--- src/rtl/lts_pkg.sv ---
// Package for the Lua token scanner: widths, token codes, scan modes, keyword table.
`timescale 1ns / 1ps
package lts_pkg;

    localparam int OFS_BITS   = 24;
    localparam int LVL_BITS   = 8;
    localparam int KW_MAX_LEN = 8;
    localparam int KW_COUNT   = 21;
    localparam int FIFO_DEPTH = 4;

    localparam logic [OFS_BITS-1:0] OFS_MAX   = {OFS_BITS{1'b1}};
    localparam logic [LVL_BITS-1:0] LVL_MAX   = 8'd255;

    // token codes
    localparam logic [5:0] TK_EOF      = 6'd0;
    localparam logic [5:0] TK_ERR      = 6'd1;
    localparam logic [5:0] TK_NAME     = 6'd2;
    localparam logic [5:0] TK_NUM      = 6'd3;
    localparam logic [5:0] TK_STR      = 6'd4;
    localparam logic [5:0] TK_KW_BASE  = 6'd5;
    localparam logic [5:0] TK_ADD      = 6'd26;
    localparam logic [5:0] TK_SUB      = 6'd27;
    localparam logic [5:0] TK_MUL      = 6'd28;
    localparam logic [5:0] TK_DIV      = 6'd29;
    localparam logic [5:0] TK_MOD      = 6'd30;
    localparam logic [5:0] TK_POW      = 6'd31;
    localparam logic [5:0] TK_LEN      = 6'd32;
    localparam logic [5:0] TK_EQ       = 6'd33;
    localparam logic [5:0] TK_NE       = 6'd34;
    localparam logic [5:0] TK_LE       = 6'd35;
    localparam logic [5:0] TK_GE       = 6'd36;
    localparam logic [5:0] TK_LT       = 6'd37;
    localparam logic [5:0] TK_GT       = 6'd38;
    localparam logic [5:0] TK_ASSIGN   = 6'd39;
    localparam logic [5:0] TK_LPAREN   = 6'd40;
    localparam logic [5:0] TK_RPAREN   = 6'd41;
    localparam logic [5:0] TK_LBRACE   = 6'd42;
    localparam logic [5:0] TK_RBRACE   = 6'd43;
    localparam logic [5:0] TK_LBRACKET = 6'd44;
    localparam logic [5:0] TK_RBRACKET = 6'd45;
    localparam logic [5:0] TK_SEMI     = 6'd46;
    localparam logic [5:0] TK_COLON    = 6'd47;
    localparam logic [5:0] TK_COMMA    = 6'd48;
    localparam logic [5:0] TK_DOT      = 6'd49;
    localparam logic [5:0] TK_CONCAT   = 6'd50;
    localparam logic [5:0] TK_DOTS     = 6'd51;
    localparam logic [5:0] TK_DBCOLON  = 6'd52;
    localparam logic [5:0] TK_TILDE    = 6'd53;

    typedef enum logic [4:0] {
        MD_SOF, MD_HASH, MD_SINK, MD_SHEBANG, MD_IDLE, MD_MINUS, MD_CSTART, MD_SCOM,
        MD_CSEP, MD_SQSEP, MD_OP2, MD_DOT, MD_DOT2, MD_STR, MD_ESC, MD_DEC, MD_HEX,
        MD_ZAP, MD_NUM_ZERO, MD_NUM_HEX, MD_NUM_MAIN, MD_NUM_AFTER, MD_NUM_EXP,
        MD_NAME, MD_LSTR_FIRST, MD_LSTR, MD_LSTR_CLOSE, MD_LCOM_FIRST, MD_LCOM,
        MD_LCOM_CLOSE, MD_DONE
    } t_mode;

    typedef struct packed {
        t_mode               mode;
        logic [LVL_BITS-1:0] open_lv;
        logic [LVL_BITS-1:0] close_lv;
        logic [7:0]          quote;
        logic [9:0]          esc_val;
        logic [1:0]          esc_dig;
        logic [3:0]          wlen;
        logic [OFS_BITS-1:0] start;
        logic [OFS_BITS-1:0] line;
    } t_scan;

    typedef struct packed {
        logic [5:0]          typ;
        logic [OFS_BITS-1:0] ts;
        logic [OFS_BITS-1:0] te;
        logic [OFS_BITS-1:0] ln;
        logic                last;
    } t_res;

    // keywords, left aligned, first character in the top byte
    localparam logic [63:0] KW_TEXT [KW_COUNT] = '{
        {"and", 40'd0}, {"break", 24'd0}, {"do", 48'd0}, {"else", 32'd0},
        {"elseif", 16'd0}, {"end", 40'd0}, {"false", 24'd0}, {"for", 40'd0},
        "function", {"if", 48'd0}, {"in", 48'd0}, {"local", 24'd0},
        {"nil", 40'd0}, {"not", 40'd0}, {"or", 48'd0}, {"repeat", 16'd0},
        {"return", 16'd0}, {"then", 32'd0}, {"true", 32'd0}, {"until", 24'd0},
        {"while", 24'd0}
    };
    localparam logic [3:0] KW_LEN [KW_COUNT] = '{
        4'd3, 4'd5, 4'd2, 4'd4, 4'd6, 4'd3, 4'd5, 4'd3, 4'd8, 4'd2, 4'd2,
        4'd5, 4'd3, 4'd3, 4'd2, 4'd6, 4'd6, 4'd4, 4'd4, 4'd5, 4'd5
    };

endpackage

--- src/rtl/lts_if.sv ---
// Stream interfaces for the Lua token scanner: byte input and token output.
`timescale 1ns / 1ps
interface lts_in_if;
    logic       valid;
    logic       ready;
    logic [7:0] char_code;
    logic       end_marker;
    modport source (output valid, char_code, end_marker, input ready);
    modport sink   (input valid, char_code, end_marker, output ready);
endinterface

interface lts_out_if;
    logic        valid;
    logic        ready;
    logic [5:0]  token_type;
    logic [23:0] token_start;
    logic [23:0] token_end;
    logic [23:0] line_number;
    logic        last_result;
    modport source (output valid, token_type, token_start, token_end, line_number,
                    last_result, input ready);
    modport sink   (input valid, token_type, token_start, token_end, line_number,
                    last_result, output ready);
endinterface

--- src/rtl/lua_token_scanner.sv ---
// Top level of the Lua token scanner: byte-wise lexer with a token output queue.
`timescale 1ns / 1ps
// Lua 5.2 token scanner. One source byte (or the end marker) is taken per
// transfer on i_src; each transfer yields zero, one or two tokens on o_tok,
// the last of them flagged by last_result. A byte is taken in every cycle
// while the four-entry token queue has two free slots, so the sustained rate
// is one byte per cycle and drops only while the token sink stalls or tokens
// come out faster than one per cycle. The whole mode update of a byte,
// including the re-scan of a byte that ends a pending token (up to four
// chained mode steps), and the parallel compare of the eight-byte name
// buffer against the 21 keywords are settled in the accepting cycle; tokens
// are written into the token queue at the byte transfer. Offsets and line
// count saturate at 2^24-1; '\n' and '\r' each count a line. After the end
// marker bytes are ignored and a further end marker reports end-of-file again.
module lua_token_scanner
    import lts_pkg::*;
(
    input  logic          i_clk,
    input  logic          i_rst_n,
    lts_in_if.sink        i_src,
    lts_out_if.source     o_tok
);

    // longest chain: zero digit, number tail, number end, idle
    localparam int NPASS = 4;

    localparam t_scan SCAN_RST = '{
        mode:     MD_SOF,
        open_lv:  '0,
        close_lv: '0,
        quote:    '0,
        esc_val:  '0,
        esc_dig:  '0,
        wlen:     '0,
        start:    '0,
        line:     OFS_BITS'(1)
    };

    // ---------------------------------------------------------------
    // character classes
    function automatic logic is_digit(input logic [7:0] c);
        return (c >= "0") && (c <= "9");
    endfunction
    function automatic logic is_alpha(input logic [7:0] c);
        return ((c >= "a") && (c <= "z")) || ((c >= "A") && (c <= "Z")) || (c == "_");
    endfunction
    function automatic logic is_hex(input logic [7:0] c);
        return is_digit(c) || ((c >= "a") && (c <= "f")) || ((c >= "A") && (c <= "F"));
    endfunction
    function automatic logic is_nl(input logic [7:0] c);
        return (c == 8'h0a) || (c == 8'h0d);
    endfunction
    function automatic logic is_space(input logic [7:0] c);
        return (c == 8'h20) || (c == 8'h09) || (c == 8'h0b) || (c == 8'h0c);
    endfunction
    function automatic logic [OFS_BITS-1:0] sat_inc(input logic [OFS_BITS-1:0] v);
        return (v == OFS_MAX) ? v : v + 1'b1;
    endfunction

    function automatic logic [5:0] single_type(input logic [7:0] c);
        logic [5:0] t;
        case (c)
            "+":     t = TK_ADD;
            "*":     t = TK_MUL;
            "/":     t = TK_DIV;
            "%":     t = TK_MOD;
            "^":     t = TK_POW;
            "#":     t = TK_LEN;
            "(":     t = TK_LPAREN;
            ")":     t = TK_RPAREN;
            "{":     t = TK_LBRACE;
            "}":     t = TK_RBRACE;
            "]":     t = TK_RBRACKET;
            ";":     t = TK_SEMI;
            ",":     t = TK_COMMA;
            default: t = TK_ERR;
        endcase
        return t;
    endfunction

    function automatic logic [5:0] op2_type(input logic [7:0] q, input logic pair);
        logic [5:0] t;
        case (q)
            "=":     t = pair ? TK_EQ : TK_ASSIGN;
            "<":     t = pair ? TK_LE : TK_LT;
            ">":     t = pair ? TK_GE : TK_GT;
            "~":     t = pair ? TK_NE : TK_TILDE;
            default: t = pair ? TK_DBCOLON : TK_COLON;
        endcase
        return t;
    endfunction

    typedef struct packed {
        t_scan               s;
        logic                redo;
        logic                emit;
        logic [5:0]          typ;
        logic [OFS_BITS-1:0] ts;
        logic [OFS_BITS-1:0] te;
        logic [OFS_BITS-1:0] ln;
        logic                we;
        logic [2:0]          widx;
    } t_pass;

    // one step of the scan state machine on byte c at offset p
    function automatic t_pass do_pass(input t_scan s, input logic [7:0] c,
                                      input logic [OFS_BITS-1:0] p,
                                      input logic [OFS_BITS-1:0] nx,
                                      input logic [5:0] wtype);
        t_pass o;
        logic  pair;
        logic [9:0] dv;
        logic [1:0] dd;
        o      = '0;
        o.s    = s;
        o.ts   = s.start;
        o.te   = p;
        o.ln   = s.line;
        pair   = (s.quote == ":") ? (c == ":") : (c == "=");
        dv     = (s.esc_val << 3) + (s.esc_val << 1) + {2'b00, c - 8'h30};
        dd     = s.esc_dig + 2'd1;
        case (s.mode)
            MD_SOF: begin
                if (c == "#") o.s.mode = MD_HASH;
                else begin o.s.mode = MD_IDLE; o.redo = 1'b1; end
            end
            MD_HASH: o.s.mode = (c == "!") ? MD_SHEBANG : MD_SINK;
            MD_SHEBANG, MD_SCOM: begin
                if (is_nl(c)) begin o.s.line = sat_inc(s.line); o.s.mode = MD_IDLE; end
            end
            MD_IDLE: begin
                o.s.start = p;
                if (is_nl(c)) o.s.line = sat_inc(s.line);
                else if (is_space(c)) o.s.mode = MD_IDLE;
                else if (c == "-") o.s.mode = MD_MINUS;
                else if (c == "[") begin o.s.open_lv = '0; o.s.mode = MD_SQSEP; end
                else if (c inside {"=", "<", ">", "~", ":"}) begin
                    o.s.quote = c; o.s.mode = MD_OP2;
                end else if (c inside {8'h22, 8'h27}) begin
                    o.s.quote = c; o.s.mode = MD_STR;
                end else if (c == ".") o.s.mode = MD_DOT;
                else if (is_digit(c)) o.s.mode = (c == "0") ? MD_NUM_ZERO : MD_NUM_AFTER;
                else if (is_alpha(c)) begin
                    o.we = 1'b1; o.widx = 3'd0; o.s.wlen = 4'd1; o.s.mode = MD_NAME;
                end else begin
                    o.emit = 1'b1; o.typ = single_type(c); o.ts = p; o.te = nx;
                end
            end
            MD_MINUS: begin
                if (c == "-") o.s.mode = MD_CSTART;
                else begin o.emit = 1'b1; o.typ = TK_SUB; o.s.mode = MD_IDLE; o.redo = 1'b1; end
            end
            MD_CSTART: begin
                if (c == "[") begin o.s.open_lv = '0; o.s.mode = MD_CSEP; end
                else begin o.s.mode = MD_SCOM; o.redo = 1'b1; end
            end
            MD_CSEP, MD_SQSEP: begin
                if (c == "=") begin
                    if (s.open_lv < LVL_MAX) o.s.open_lv = s.open_lv + 1'b1;
                end else if (c == "[") begin
                    o.s.mode = (s.mode == MD_CSEP) ? MD_LCOM_FIRST : MD_LSTR_FIRST;
                end else if (s.mode == MD_CSEP) begin
                    o.s.mode = MD_SCOM; o.redo = 1'b1;
                end else begin
                    o.emit = 1'b1; o.typ = (s.open_lv == '0) ? TK_LBRACKET : TK_ERR;
                    o.s.mode = MD_IDLE; o.redo = 1'b1;
                end
            end
            MD_LSTR_FIRST, MD_LCOM_FIRST: begin
                o.s.mode = (s.mode == MD_LSTR_FIRST) ? MD_LSTR : MD_LCOM;
                if (is_nl(c)) o.s.line = sat_inc(s.line);
                else o.redo = 1'b1;
            end
            MD_LSTR, MD_LCOM: begin
                if (c == "]") begin
                    o.s.close_lv = '0;
                    o.s.mode = (s.mode == MD_LSTR) ? MD_LSTR_CLOSE : MD_LCOM_CLOSE;
                end else if (is_nl(c)) o.s.line = sat_inc(s.line);
            end
            MD_LSTR_CLOSE, MD_LCOM_CLOSE: begin
                if (c == "=") begin
                    if (s.close_lv < LVL_MAX) o.s.close_lv = s.close_lv + 1'b1;
                end else if (c == "]") begin
                    if (s.close_lv == s.open_lv) begin
                        if (s.mode == MD_LSTR_CLOSE) begin
                            o.emit = 1'b1; o.typ = TK_STR; o.te = nx;
                        end
                        o.s.mode = MD_IDLE;
                    end else o.s.close_lv = '0;
                end else begin
                    o.s.mode = (s.mode == MD_LSTR_CLOSE) ? MD_LSTR : MD_LCOM;
                    o.redo = 1'b1;
                end
            end
            MD_OP2: begin
                o.emit = 1'b1; o.typ = op2_type(s.quote, pair); o.s.mode = MD_IDLE;
                if (pair) o.te = nx;
                else o.redo = 1'b1;
            end
            MD_DOT: begin
                if (c == ".") o.s.mode = MD_DOT2;
                else if (is_digit(c)) o.s.mode = (c == "0") ? MD_NUM_ZERO : MD_NUM_AFTER;
                else begin o.emit = 1'b1; o.typ = TK_DOT; o.s.mode = MD_IDLE; o.redo = 1'b1; end
            end
            MD_DOT2: begin
                o.emit = 1'b1; o.s.mode = MD_IDLE;
                if (c == ".") begin o.typ = TK_DOTS; o.te = nx; end
                else begin o.typ = TK_CONCAT; o.redo = 1'b1; end
            end
            MD_STR: begin
                if (c == s.quote) begin
                    o.emit = 1'b1; o.typ = TK_STR; o.te = nx; o.s.mode = MD_IDLE;
                end else if (is_nl(c)) begin
                    o.emit = 1'b1; o.typ = TK_ERR; o.s.mode = MD_IDLE; o.redo = 1'b1;
                end else if (c == 8'h5c) o.s.mode = MD_ESC;
            end
            MD_ESC: begin
                if (c == "x") begin o.s.esc_dig = '0; o.s.mode = MD_HEX; end
                else if (is_nl(c)) begin o.s.line = sat_inc(s.line); o.s.mode = MD_STR; end
                else if (c == "z") o.s.mode = MD_ZAP;
                else if (c == 8'h00) begin
                    o.emit = 1'b1; o.typ = TK_ERR; o.s.mode = MD_IDLE; o.redo = 1'b1;
                end else if (is_digit(c)) begin
                    o.s.esc_val = {2'b00, c - 8'h30}; o.s.esc_dig = 2'd1; o.s.mode = MD_DEC;
                end else begin
                    o.s.mode = MD_STR;
                    o.redo = !(c inside {8'h5c, 8'h22, 8'h27});
                end
            end
            MD_DEC: begin
                if (is_digit(c)) begin
                    o.s.esc_val = dv;
                    o.s.esc_dig = dd;
                    if (dd == 2'd3) begin
                        if (dv > 10'd255) begin
                            o.emit = 1'b1; o.typ = TK_ERR; o.te = nx; o.s.mode = MD_IDLE;
                        end else o.s.mode = MD_STR;
                    end
                end else begin o.s.mode = MD_STR; o.redo = 1'b1; end
            end
            MD_HEX: begin
                if (is_hex(c)) begin
                    if (s.esc_dig != '0) o.s.mode = MD_STR;
                    else o.s.esc_dig = 2'd1;
                end else begin
                    o.emit = 1'b1; o.typ = TK_ERR; o.s.mode = MD_IDLE; o.redo = 1'b1;
                end
            end
            MD_ZAP: begin
                if (is_nl(c)) o.s.line = sat_inc(s.line);
                else if (!is_space(c)) begin o.s.mode = MD_STR; o.redo = 1'b1; end
            end
            MD_NUM_ZERO: begin
                if (c == "x" || c == "X") o.s.mode = MD_NUM_HEX;
                else begin o.s.mode = MD_NUM_AFTER; o.redo = 1'b1; end
            end
            MD_NUM_HEX: begin
                if (!(is_alpha(c) && c != "_") && !is_digit(c)) begin
                    o.s.mode = MD_NUM_MAIN; o.redo = 1'b1;
                end
            end
            MD_NUM_AFTER: begin
                if (c == "e" || c == "E") o.s.mode = MD_NUM_EXP;
                else begin o.s.mode = MD_NUM_MAIN; o.redo = 1'b1; end
            end
            MD_NUM_EXP: begin
                o.s.mode = MD_NUM_MAIN;
                o.redo = !(c == "+" || c == "-");
            end
            MD_NUM_MAIN: begin
                if (is_digit(c) || c == ".") o.s.mode = MD_NUM_AFTER;
                else begin o.emit = 1'b1; o.typ = TK_NUM; o.s.mode = MD_IDLE; o.redo = 1'b1; end
            end
            MD_NAME: begin
                if (is_alpha(c) || is_digit(c)) begin
                    if (s.wlen < 4'(KW_MAX_LEN)) begin o.we = 1'b1; o.widx = s.wlen[2:0]; end
                    if (s.wlen <= 4'(KW_MAX_LEN)) o.s.wlen = s.wlen + 1'b1;
                end else begin
                    o.emit = 1'b1; o.typ = wtype; o.s.mode = MD_IDLE; o.redo = 1'b1;
                end
            end
            default: o.s.mode = s.mode;     // sink and done drop bytes
        endcase
        return o;
    endfunction

    // ---------------------------------------------------------------
    t_scan               r_scan, n_scan;
    logic [OFS_BITS-1:0] r_ofs, n_ofs;
    logic [7:0]          r_word [KW_MAX_LEN];
    t_res                r_fifo [FIFO_DEPTH];
    logic [1:0]          r_head, r_tail;
    logic [2:0]          r_count;

    logic        take, pop, wr_en;
    logic [2:0]  wr_idx;
    logic [1:0]  n_emit;
    t_res        res0, res1;
    logic [5:0]  wtype;
    logic [63:0] wpacked;
    logic [63:0] wmask;

    // keyword match over the name buffer
    always_comb begin
        for (int i = 0; i < KW_MAX_LEN; i++) begin
            wpacked[63-8*i -: 8] = r_word[i];
            wmask[63-8*i -: 8]   = (4'(i) < r_scan.wlen) ? 8'hff : 8'h00;
        end
        wtype = TK_NAME;
        for (int k = KW_COUNT - 1; k >= 0; k--) begin
            if (KW_LEN[k] == r_scan.wlen && ((KW_TEXT[k] ^ wpacked) & wmask) == '0)
                wtype = TK_KW_BASE + 6'(k);
        end
    end

    assign i_src.ready = (r_count <= 3'(FIFO_DEPTH - 2));
    assign take        = i_src.valid && i_src.ready;
    assign pop         = o_tok.valid && o_tok.ready;

    // byte scan: chained mode steps, or end-of-input flush
    always_comb begin
        t_scan cur;
        t_pass ps;
        logic  act;
        logic [OFS_BITS-1:0] nx;
        logic [5:0] pt;
        logic  pend;
        cur    = r_scan;
        act    = 1'b1;
        n_emit = '0;
        wr_en  = 1'b0;
        wr_idx = '0;
        res0   = '0;
        res1   = '0;
        ps     = '0;
        pt     = TK_EOF;
        pend   = 1'b0;
        nx     = sat_inc(r_ofs);
        n_ofs  = r_ofs;
        if (i_src.end_marker) begin
            case (r_scan.mode)
                MD_HASH, MD_SINK: begin pend = 1'b1; pt = TK_ERR; end
                MD_MINUS:         begin pend = 1'b1; pt = TK_SUB; end
                MD_SQSEP: begin
                    pend = 1'b1; pt = (r_scan.open_lv == '0) ? TK_LBRACKET : TK_ERR;
                end
                MD_OP2:  begin pend = 1'b1; pt = op2_type(r_scan.quote, 1'b0); end
                MD_DOT:  begin pend = 1'b1; pt = TK_DOT; end
                MD_DOT2: begin pend = 1'b1; pt = TK_CONCAT; end
                MD_STR, MD_ESC, MD_DEC, MD_HEX, MD_ZAP,
                MD_LSTR_FIRST, MD_LSTR, MD_LSTR_CLOSE: begin pend = 1'b1; pt = TK_ERR; end
                MD_NUM_ZERO, MD_NUM_HEX, MD_NUM_MAIN, MD_NUM_AFTER, MD_NUM_EXP: begin
                    pend = 1'b1; pt = TK_NUM;
                end
                MD_NAME: begin pend = 1'b1; pt = wtype; end
                default: pend = 1'b0;
            endcase
            res0.typ = pend ? pt : TK_EOF;
            res0.ts  = (r_scan.mode == MD_HASH || r_scan.mode == MD_SINK || !pend)
                       ? r_ofs : r_scan.start;
            res0.te  = r_ofs;
            res0.ln  = r_scan.line;
            res0.last = !pend;
            res1.typ = TK_EOF;
            res1.ts  = r_ofs;
            res1.te  = r_ofs;
            res1.ln  = r_scan.line;
            res1.last = 1'b1;
            n_emit   = pend ? 2'd2 : 2'd1;
            cur.mode = MD_DONE;
        end else begin
            n_ofs = nx;
            for (int k = 0; k < NPASS; k++) begin
                if (act) begin
                    ps = do_pass(cur, i_src.char_code, r_ofs, nx, wtype);
                    cur = ps.s;
                    act = ps.redo;
                    if (ps.we) begin wr_en = 1'b1; wr_idx = ps.widx; end
                    if (ps.emit) begin
                        if (n_emit == 2'd0) begin
                            res0.typ = ps.typ; res0.ts = ps.ts; res0.te = ps.te;
                            res0.ln = ps.ln;
                        end else begin
                            res1.typ = ps.typ; res1.ts = ps.ts; res1.te = ps.te;
                            res1.ln = ps.ln;
                        end
                        n_emit = n_emit + 2'd1;
                    end
                end
            end
            res0.last = (n_emit == 2'd1);
            res1.last = 1'b1;
        end
        n_scan = cur;
    end

    // scan state
    always_ff @(posedge i_clk) begin
        if (!i_rst_n) begin
            r_scan <= SCAN_RST;
            r_ofs  <= '0;
        end else if (take) begin
            r_scan <= n_scan;
            r_ofs  <= n_ofs;
        end
    end

    // name buffer, written only while a name is collected
    always_ff @(posedge i_clk) begin
        if (take && !i_src.end_marker && wr_en) r_word[wr_idx] <= i_src.char_code;
    end

    // token queue
    always_ff @(posedge i_clk) begin
        if (take && n_emit != 2'd0) r_fifo[r_tail] <= res0;
        if (take && n_emit == 2'd2) r_fifo[r_tail + 2'd1] <= res1;
    end

    always_ff @(posedge i_clk) begin
        if (!i_rst_n) begin
            r_head  <= '0;
            r_tail  <= '0;
            r_count <= '0;
        end else begin
            if (pop) r_head <= r_head + 2'd1;
            if (take) r_tail <= r_tail + n_emit;
            r_count <= r_count + (take ? {1'b0, n_emit} : 3'd0) - {2'b00, pop};
        end
    end

    assign o_tok.valid       = (r_count != '0);
    assign o_tok.token_type  = r_fifo[r_head].typ;
    assign o_tok.token_start = r_fifo[r_head].ts;
    assign o_tok.token_end   = r_fifo[r_head].te;
    assign o_tok.line_number = r_fifo[r_head].ln;
    assign o_tok.last_result = r_fifo[r_head].last;

endmodule
--- src/flat_wrapper.sv ---
// flat-port wrapper written by rule: the top's interface ports become plain ports
module lua_token_scanner_flat import lts_pkg::*;
  (i_clk, i_rst_n, i_src_valid, i_src_char_code, i_src_end_marker, i_src_ready, o_tok_valid, o_tok_token_type, o_tok_token_start, o_tok_token_end, o_tok_line_number, o_tok_last_result, o_tok_ready);
  lts_in_if i_src_i ();
  lts_out_if o_tok_i ();
  input  logic i_clk;
  input  logic i_rst_n;
  input wire logic [$bits(i_src_i.valid)-1:0] i_src_valid;
  input wire logic [$bits(i_src_i.char_code)-1:0] i_src_char_code;
  input wire logic [$bits(i_src_i.end_marker)-1:0] i_src_end_marker;
  output wire logic [$bits(i_src_i.ready)-1:0] i_src_ready;
  output wire logic [$bits(o_tok_i.valid)-1:0] o_tok_valid;
  output wire logic [$bits(o_tok_i.token_type)-1:0] o_tok_token_type;
  output wire logic [$bits(o_tok_i.token_start)-1:0] o_tok_token_start;
  output wire logic [$bits(o_tok_i.token_end)-1:0] o_tok_token_end;
  output wire logic [$bits(o_tok_i.line_number)-1:0] o_tok_line_number;
  output wire logic [$bits(o_tok_i.last_result)-1:0] o_tok_last_result;
  input wire logic [$bits(o_tok_i.ready)-1:0] o_tok_ready;
  assign i_src_i.valid = i_src_valid;
  assign i_src_i.char_code = i_src_char_code;
  assign i_src_i.end_marker = i_src_end_marker;
  assign i_src_ready = i_src_i.ready;
  assign o_tok_valid = o_tok_i.valid;
  assign o_tok_token_type = o_tok_i.token_type;
  assign o_tok_token_start = o_tok_i.token_start;
  assign o_tok_token_end = o_tok_i.token_end;
  assign o_tok_line_number = o_tok_i.line_number;
  assign o_tok_last_result = o_tok_i.last_result;
  assign o_tok_i.ready = o_tok_ready;
  lua_token_scanner u_core (.i_clk(i_clk), .i_rst_n(i_rst_n), .i_src(i_src_i), .o_tok(o_tok_i));
endmodule
--- config.mk ---
export PLATFORM = sky130hd
export DESIGN_NAME = lua_token_scanner_flat
export DESIGN_NICKNAME = d
export VERILOG_FILES = /design/src/rtl/lts_pkg.sv /design/src/rtl/lts_if.sv /design/src/rtl/lua_token_scanner.sv /design/src/flat_wrapper.sv
export SDC_FILE = /design/constraint.sdc
export NUM_CORES = 2
export LEC_CHECK = 0
export BUFFER_PORTS_ARGS = -buffer_cell sky130_fd_sc_hd__buf_2
export CORE_MARGIN = 3
export CORE_UTILIZATION = 50
export DETAILED_ROUTE_END_ITERATION = 10
export PLACE_DENSITY = 0.66
export SYNTH_ARGS = -nofsm -noshare
export SYNTH_HDL_FRONTEND = slang
export SYNTH_SLANG_ARGS = --single-unit
--- constraint.sdc ---
create_clock -name i_clk -period 16.47 [get_ports i_clk]
set_input_delay 2.4705 -clock i_clk [delete_from_list [all_inputs] [get_ports i_clk]]
set_output_delay 2.4705 -clock i_clk [all_outputs]
set_load 0.005 [all_outputs]
==> metrics.txt <==
Top-Level Pins=94; Via density=7.46; DR DRC count=0; endpoints failing setup=0; Critical Path Max Stage Delay=0.79 ns; min-delay src=u_core.r_fifo[3][0]$_SDFFE_PP1N_; first-pass GRT wire length=272000 um; num rows=106; port buffer count=just over 90; #FFs+latches synth=505; Crit Reg-Reg Startpoint=u_core.r_scan[90]$_SDFFE_PN0P_; hpwl dp=between 100000 and 150000 um; antenna violations before repair=5; Pins Over Slew Limit=0; Pre-antenna DRT Iters=9; VDD IR max=161 uV; Yosys cell types=135; Mapped Cells=5020; clock buffer depth=3; Post-synth EDFFs=between 300 and 400; GRT Residual Overflow=0; Post-Synthesis Net Count=between 5000 and 6000; Setup Skew=0.0618 ns; Hold Path Cell Cnt=1; post-CTS sizing=0; vias in the first global route=41500; CTS clk-pin slew, worst paths=around 0.06 ns; max-cap viol count=0; Post-CTS Hold Buffers=0; Routed Antenna Nets=0; Die Area=88600 um^2; status=complete, no violations; crit path kind=input pin to flip-flop; starting density of the core=approximately half; Setup TNS=0 ns; fin crit share=88.7%; setup bufs post-CTS=0; H-tree levels=2; Fill cells=7841; WP data arrival=14.92 ns; core area=84000 um^2; clock sinks=between 500 and 600; CTS tree=done; Die Wd=298 um; Layout area overhead=7.54%; post-synthesis sequential area ratio=32.6%; Post-synth ARST share=0%; layout cell share with drive strength beyond 1=between 10% and 20%; CP Launch Type=input pin; Mean Syn Cell Area=around 8.5 um^2; worst r2r dst=u_core.r_fifo[1][70]$_DFFE_PP_; CTS buffer count=56; hold_ws=0.488 ns; Power Total=6.83 mW; drt wl/cell=between 30 and 40 um; DRT Wirelength=about 180000 um; Final Core Density=54.5%; vias=45200; Total GRT Usage=39.7%; nets=between 4000 and 5000; Slowest cell on crit path=o2111a_1; Slew headroom=around a tenth; die height=~300 um; Slew @ Worst Pin=1.33 ns; RSZ-0062 raised after global routing=false; Worst Setup End Kind=flip-flop; Placed Area=43900 um^2; Hold WC Path Type=flip-flop to flip-flop; WP buf/inv=4; Tmin final=around 15 ns; CP Data Required Time=16.77 ns; CTS root buf=clkbuf_16; Crit path top cell by count=ha_1; Post-Syn Area=42500 um^2; static leakage=roughly 15 nW; Starting DRT DRC Count=7197; GP Congestion=1.08; Top FF cell, synth=edfxtp_1; Reg2Reg Depth=29; critical path fanouts, max=51; Synthesis Warnings=0; r2r setup slk=~4.6 ns; Worst Hold Endpoint=u_core.r_fifo[3][0]$_SDFFE_PP1N_; FMAX=approximately 68 MHz; largest net degree at the start of global routing=75; cell family with most CP delay=simple AND/OR/NAND/NOR gates; Skew-Pair Late Insertion Delay=0.70 ns; PD cells=149 nW/um^2; Design Area, Final=45700 um^2; Fin. Hold Viols=0
[metrics by stage]
step / setup slack [ns] / std cells
2_1_floorplan: 3.50 / 5020
3_3_place_gp: 2.06 / 5948
3_5_place_dp: 1.78 / 5948
4_1_cts: 2.36 / 6054
5_1_grt: 1.26 / 6054
6_report: 1.86 / 6057
[area by class of cell]
type                            count  area (um^2)  area share, %
Antenna cell                        3         7.51         0.0164
Clock buffer                       66         1460           3.19
Tap cell                         1134         1420           3.10
Multi-Input combinational cell   3941        26600           58.2
Clock inverter                     40          345          0.755
Sequential cell                   505        13900           30.4
Timing Repair Buffer              219         1450           3.17
Inverter                          149          561           1.23
[Yosys cell counts, drive strengths merged, types with 84 or more instances]
cell type,instances,area [um^2]
buf,132,633
nor2,469,1770
edfxtp,376,11300
clkbuf,293,1100
nor3,164,847
a21oi,319,1600
o21ai,310,1560
o22ai,336,2100
and3,84,526
a211oi,93,728
inv,145,544
nand3,180,911
dfxtp,129,2580
xnor2,90,796
nand2,376,1420
nand4,84,541
[worst max-delay path by stage]
stage                             from                        endpoint  slack (ns)  cells past startpoint
floorplan           i_src_char_code[1]  u_core.r_fifo[3][10]$_DFFE_PP_        3.50                     38
global placement    i_src_char_code[4]  u_core.r_fifo[1][76]$_DFFE_PP_        2.06                     32
detailed placement  i_src_char_code[4]  u_core.r_fifo[0][76]$_DFFE_PP_        1.78                     33
CTS                 i_src_char_code[4]  u_core.r_fifo[1][73]$_DFFE_PP_        2.36                     32
global route        i_src_char_code[4]  u_core.r_fifo[0][73]$_DFFE_PP_        1.26                     36
finish              i_src_char_code[4]  u_core.r_fifo[1][70]$_DFFE_PP_        1.86                     32
[power breakdown]
group | internal [mW] | total [mW] | leakage [nW] | switching (mW)
Clock | 0.673 | 1.26 | 0.877 | 0.582
Combinational | 1.12 | 3.88 | 9.27 | 2.76
Sequential | 1.60 | 1.70 | 4.44 | 0.100
[cell usage in the layout (no fill, tap or decap), drive strengths merged, types with 93 or more instances in the layout]
cell,n
nor2,469
o21ai,310
inv,150
o22ai,336
a211oi,93
nand3,180
dfxtp,129
nor3,164
edfxtp,376
buf,219
a21oi,319
nand2,376
[kinds of logic (layout without fill, tap and decap cells)]
family	after synthesis	count (layout)	synth area share, %
xor gates and xnor gates	136	136	2.94
and+or+nand+nor	1776	1776	21.3
adders and majority gates	95	95	3.23
other	0	3	0
AOI/OAI and AO/OA	1789	1789	28.7
buffers and inverters	574	474	5.39
DFF	505	505	32.6
muxes	145	145	5.77
[sequential cells by signal, summed over array words and instances (netlist names), named ones only]
register and flops:
u_core.r_fifo 316, u_core.r_scan 92, u_core.r_word 64, u_core.r_ofs 24
u_core.r_count 3, u_core.r_head 2, u_core.r_tail 2
[routing by layer]
| layer | vias to the layer above | wire length (um) | track usage, % |
|---|---|---|---|
| met5 | - | 57 | 0.162 |
| met2 | 3648 | 76900 | 57.6 |
| met3 | 774 | 26600 | 12.2 |
| met4 | 4 | 11000 | 19.4 |
| li1 | 19400 | - | - |
| met1 | 21400 | 70100 | 53.7 |
No activity file was read; power rests on OpenSTA's default activity.
